**src/rtl/core/cpth_mul.sv**
```systemverilog
// Iterative shift-add multiplier, one multiplier bit per cycle.
// Stand-alone; used by the top level for the hotspot test.
module cpth_mul #(
	parameter int AW = 64,
	parameter int BW = 7
) (
	input  logic             clk,
	input  logic             arst_n,
	input  logic             start,
	input  logic [AW-1:0]    a,
	input  logic [BW-1:0]    b,
	output logic             done,
	output logic [AW+BW-1:0] prod
);

	localparam int PW   = AW + BW;
	localparam int CNTW = $clog2(BW + 1);

	logic            busy_q;
	logic            done_q;
	logic [CNTW-1:0] left_q;
	logic [PW-1:0]   mcand_q;
	logic [BW-1:0]   mplier_q;
	logic [PW-1:0]   acc_q;

	always_ff @(posedge clk or negedge arst_n) begin
		if (!arst_n) begin
			busy_q   <= 1'b0;
			done_q   <= 1'b0;
			left_q   <= '0;
			mcand_q  <= '0;
			mplier_q <= '0;
			acc_q    <= '0;
		end else begin
			// pulse done with the last partial product
			done_q <= !start && busy_q && (left_q == CNTW'(1));
			if (start) begin
				busy_q   <= 1'b1;
				left_q   <= CNTW'(BW);
				mcand_q  <= PW'(a);
				mplier_q <= b;
				acc_q    <= '0;
			end else if (busy_q) begin
				if (mplier_q[0])
					acc_q <= acc_q + mcand_q;
				mcand_q  <= mcand_q << 1;
				mplier_q <= mplier_q >> 1;
				left_q   <= left_q - 1'b1;
				if (left_q == CNTW'(1))
					busy_q <= 1'b0;
			end
		end
	end

	assign done = done_q;
	assign prod = acc_q;

endmodule

```
**config.mk**
```make
export PLATFORM = sky130hd
export DESIGN_NAME = cpth_mul
export DESIGN_NICKNAME = d
export VERILOG_FILES = /design/src/rtl/core/cpth_mul.sv
export SDC_FILE = /design/constraint.sdc
export NUM_CORES = 1
export LEC_CHECK = 0
export BUFFER_PORTS_ARGS = -buffer_cell sky130_fd_sc_hd__clkbuf_2
export CAP_MARGIN = 40
export CORE_MARGIN = 5
export CORE_UTILIZATION = 36
export DETAILED_ROUTE_END_ITERATION = 10
export GPL_ROUTABILITY_DRIVEN = 0
export GPL_TIMING_DRIVEN = 0
export SYNTH_ARGS = -nofsm -noshare
export SYNTH_HDL_FRONTEND = slang
export SYNTH_SLANG_ARGS = --single-unit
```
**constraint.sdc**
```tcl
create_clock -name clk -period 3.53 [get_ports clk]
set_input_delay 0.1765 -clock clk [delete_from_list [all_inputs] [get_ports clk]]
set_output_delay 0.1765 -clock clk [all_outputs]
set_load 0.05 [all_outputs]
```
Yosys cells after proc, flatten, opt, wreduce, memory -nomap -nowiden:

Cells that the tools add are included.

* flip-flop bits (word level): 154
* bits of input ports: 74
* output and inout bits: 72
* logic and storage cells: 27

* $add $sub $neg: 2
* equality and inequality tests: 1
* multiplexer cells: 12
* reduce and logical (&&, ||, !) cells: 6

Operators by type and width (count)
* $mux W71: 5
* $add A71 B71 Y71: 1
* $mux W7: 2
* $mux W3: 2
* $reduce_bool A2 Y1: 2
* $eq A3 B1 Y1 const B: 1
* $mux W1: 3
* $sub A3 B1 Y3 const B: 1
* $logic_and A1 B1 Y1: 2
* $reduce_and A2 Y1: 1
* $logic_not A1 Y1: 1

Logic depth before layout (Yosys ltp):

* word-level depth: 4
* depth in mapped cells: 12

Least setup slack after synthesis:

OpenSTA, ideal clock, no wires.

* kind: register to register
* from: reg acc_q[0] (netlist: prod[0])
* to: reg acc_q[70] (netlist: prod[70])
* setup time: 0.128 ns
* arrival time: 3.240 ns
* path slack: 0.162 ns
* cell stages (with the launch flop): 13
* path buffers: 0
* period minus slack after synthesis: 3.368 ns
* path through: dfrtp_1 > ha_1 > fa_1 > a21o_1 > a31o_2 > a41oi_2 > o211ai_2 > o21ai_2 > o31ai_4 > o21ai_2 > o21ai_2 > mux2i_1 > mux2_1

* longest elaborated chain between the ends: 4

RTL lines
* start: declaration: RTL line 24 `logic [PW-1:0] acc_q;`
* start signal: assignment: RTL line 45 `acc_q <= acc_q + mcand_q;`
* $add A71 B71 Y71: RTL line 45
* $mux W71: RTL line 44 `if (mplier_q[0])`
* $mux W71: RTL line 43 `end else if (busy_q) begin`
* $mux W71: RTL line 37 `if (start) begin`

Every way passes these cells. The select of a mux whose other input is x is not followed.
A chain may end at the register's enable or synchronous reset.

Worst setup path in the final report:

* from: reg acc_q[0] (netlist: prod[0])
* to: reg acc_q[48] (netlist: prod[48])

The elaborated chain is that of the path after synthesis.

==> impl_table.tex <==
\begin{tabular}{lr}
\hline
Metric & Value \\
\hline
\multicolumn{2}{l}{\textbf{Die}} \\
Vertical die dimension & $\sim$180 um \\
\# IOs & $\sim$150 \\
Total Die Area & 33,700 um2 \\
Die width & between 150 and 200 um \\
Number of standard-cell rows in the floorplan & 63 \\
Initial Util & between 30 and 40\% \\
Total core area & around 30,000 um2 \\
\multicolumn{2}{l}{\textbf{STA}} \\
Crit share post-route & 96.6\% \\
Fin Clk Skew & 0.0206 ns \\
Final Setup Violations & 0 \\
Worst Slack Setup Final & between 0.1 and 0.15 ns \\
Unrepaired setup endpoints after global routing & yes \\
Final Max Tran Viols & 0 \\
Max-slew headroom at the worst pin & between 40\% and 50\% \\
Hold violation total from the final report & 0 \\
Final critical delay including setup and external delays & about 3.4 ns \\
Fmax & 293 MHz \\
Setup TNS & 0 ns \\
Pin slew with the least headroom to its limit & about 0.8 ns \\
\multicolumn{2}{l}{\textbf{Clock tree}} \\
CTS clk-pin slew, worst paths & roughly 0.080 ns \\
TritonCTS buffer count & 17 \\
Maximum count of clock buffers along a single path & 2 \\
TritonCTS Sinks & $\sim$150 \\
Number of H-tree levels & 4 \\
Buffer type at the clock tree root & clkbuf\_16 \\
TritonCTS clock tree & built \\
Clock latency of the later-clocked register in the worst-skew pair & 0.45 ns \\
\multicolumn{2}{l}{\textbf{Routing}} \\
Wire length reported by the detailed router & approximately 33,000 um \\
First DRT Iteration DRCs & 555 \\
Total via count after detailed routing & between 10k and 15k \\
DR pass1 iterations & 5 \\
Final routed wire length divided by cell count & roughly 17 um \\
Post-DRT Antenna Nets & 0 \\
Ratio of routed vias to standard cells & 5.30 \\
Residual DRC & 0 \\
\multicolumn{2}{l}{\textbf{Synthesis}} \\
Proportion of register bits with asynchronous set or reset after synthesis & between 90\% and 100\% \\
Net count after synthesis & 1,420 \\
Most frequent cell after synthesis & nand2\_1 \\
Area contributors post-synth & dfrtp\_1, ha\_1, nand2\_1 \\
Seq cells post-synth & $\sim$150 \\
Commonest register cell after synthesis & dfrtp\_1 \\
Commonest cells post-synth & nand2\_1, dfrtp\_1, a21oi\_1 \\
Post-synth EDFFs & 0 \\
Yosys Warn Count & 0 \\
Fraction of the yosys area taken by sequential cells & between 30 and 40\% \\
Share of Yosys cell area claimed by the top area cell type & 35.6\% \\
Average cell area after synthesis & roughly 8.5 um2 \\
Cells after synthesis & between 1k and 1.5k \\
Cell variety after synth & 73 \\
Biggest area consumer among synthesized cells & dfrtp\_1 \\
Post-synth design cell area & 10,800 um2 \\
\multicolumn{2}{l}{\textbf{Min path}} \\
Hold path startpoint & start \\
Hold worst-path end & prod[70] \\
Worst min path class & in -> reg \\
Min-Delay Path Depth & 3 \\
\multicolumn{2}{l}{\textbf{Critical path}} \\
Slowest cell delay on critical path & approximately 0.4 ns \\
Data arrival time at the worst-slack endpoint & around 3.8 ns \\
Cells along the critical path & ha\_1, fa\_1, a21o\_1, a31o\_2, a41oi\_4, o31ai\_2, a21boi\_1, o21ai\_1, a31oi\_1, xnor2\_1, nand2\_1, a21oi\_1 \\
Count of cells along the worst register-to-register path & 12 \\
Largest driver fanout on the critical path & 4 \\
Crit path launch type & flop \\
Register-to-register path setup slack & between 0.1 and 0.15 ns \\
Critical Path RT & around 3.9 ns \\
End of the worst register-to-register path & prod[48] \\
Kind of critical path & reg -> reg \\
Crit. Startpoint & prod[0] \\
Cell at the slowest stage of the critical path & dfrtp\_1 \\
Worst reg2reg path startpoint & prod[0] \\
Endpoint type of the worst setup path & flop \\
\multicolumn{2}{l}{\textbf{Placement}} \\
Count of port buffers added during placement & around 140 \\
Inst Count DP & roughly 1.8k \\
Worst setup slack after placement & -0.163 ns \\
Estimated wirelength of the detail-placed design & between 20,000 and 30,000 um \\
\multicolumn{2}{l}{\textbf{Cells and area}} \\
Core utilization of the finished layout & between 40\% and 50\% \\
Non-filler instance count after layout & 1,917 \\
Growth of design area from synthesis to finish & 24.5\% \\
Number of nets in the final layout & about 1.7k \\
Diode insertion count for antenna repair & 0 \\
Fill cells & just under 3k \\
Share of cells above drive strength 1 & 14.5\% \\
\multicolumn{2}{l}{\textbf{Global route}} \\
Overflow after GRT & 0 \\
Initial antenna violation count & 0 \\
Wire length of the first global-routing pass & $\sim$53,000 um \\
Global routing usage summed across all routing layers & 19.4\% \\
Largest net degree at the start of global routing & between 90 and 100 \\
Via count of the first global-routing pass & 10.0k \\
\multicolumn{2}{l}{\textbf{Outcome}} \\
Result of the run & finished clean \\
\multicolumn{2}{l}{\textbf{Power and ir drop}} \\
Static leakage & 6.85 nW \\
Peak supply drop & approximately 0.37 mV \\
Power Dens Cells & about 470 nW/um2 \\
\multicolumn{2}{l}{\textbf{Run}} \\
Count of maximum capacitance violations & 0 \\
\hline
\end{tabular}
## state kept, by name, indices dropped and copies added (netlist names)
| signal | flops |
|---|---|
| prod | 71 |
| mcand_q | 71 |
| done | 1 |
| busy_q | 1 |
| mplier_q | 7 |
| left_q | 3 |
## routing by layer
metal,vias to the layer above,share of wire (%),global-route usage (%)
li1,5070,-,-
met1,4839,47,26.8
met2,220,47,32.0
met3,27,5.0,3.76
met4,0,1.1,3.90
met5,-,0,0
## repair_timing
action | CTS | global route
pin swaps | 1 | 4
resized for setup | 5 | 7
endpoints found under the setup margin | 4 | 11
endpoints found under the hold margin | 131 | 0
hold buffers | 72 | 0
buffers inserted | 1 | 3
## kinds of logic after synthesis
kind of cell	Yosys count	share of synthesized area, %
buf+inv	99	3.79
flops	154	35.6
fa+ha+maj	73	8.50
compound gates	416	23.8
mux	79	7.31
xor+xnor	57	4.61
simple gates	395	16.5
## area by class of cell
type                       count  area, um2  share of cell area [%]
buffer                        79        335                    2.49
timing repair buffer         222       1520                    11.3
sequential                   154       3850                    28.6
clock buffer                  18        439                    3.26
inverter                      20       75.1                   0.557
clock inverter                14        149                    1.10
tap                          390        488                    3.62
multi-input combinational   1020       6620                    49.1
## placed cells by master (no fill, tap or decap), drive strengths merged, types with 10 or more instances in the layout
cell	count
a21o	49
mux2i	78
xnor2	33
a31oi	10
nand4	23
dlygate4sd3	72
buf	22
a21oi	131
xor2	24
clkbuf	225
ha	72
o21bai	12
a211oi	15
nand2	227
nor3	12
o21ai	126
inv	29
dfrtp	154
nor2	50
o21a	10
nand3	23
## report_power, final
part | internal [mW] | switching, mW | total (mW) | leakage, nW
clock network | 1.02 | 0.877 | 1.90 | 0.291
registers | 1.95 | 0.180 | 2.13 | 1.97
logic | 0.796 | 1.51 | 2.30 | 4.59
total | 3.76 | 2.56 | 6.33 | 6.85
## critical path, delay by kind of cell (launching register included)
family	cells	cell delay [ns]
flip-flops	1	0.40
adder cells (fa/ha/maj)	2	0.64
AO/OA/AOI/OAI	8	2.03
AND/OR/NAND/NOR	1	0.07
XOR/XNOR	1	0.15
## per-stage QoR
stage / total power, mW / hold WS, ns / area, um2
floorplan: 3.77 / -0.119 / 10800
global placement: 4.34 / 0.386 / 12000
detailed placement: 4.37 / 0.193 / 12100
CTS: 6.35 / 0.113 / 13400
global route: 6.70 / 0.156 / 13500
finish: 6.33 / 0.136 / 13500
## worst max-delay path by stage
stage,to,cells past startpoint
after floorplan,prod[70],12
after global placement,mcand_q[29],1
after detailed placement,prod[67],12
after CTS,prod[70],12
after global routing,prod[70],12
final,prod[48],12
(Power assumes the default switching activity.)
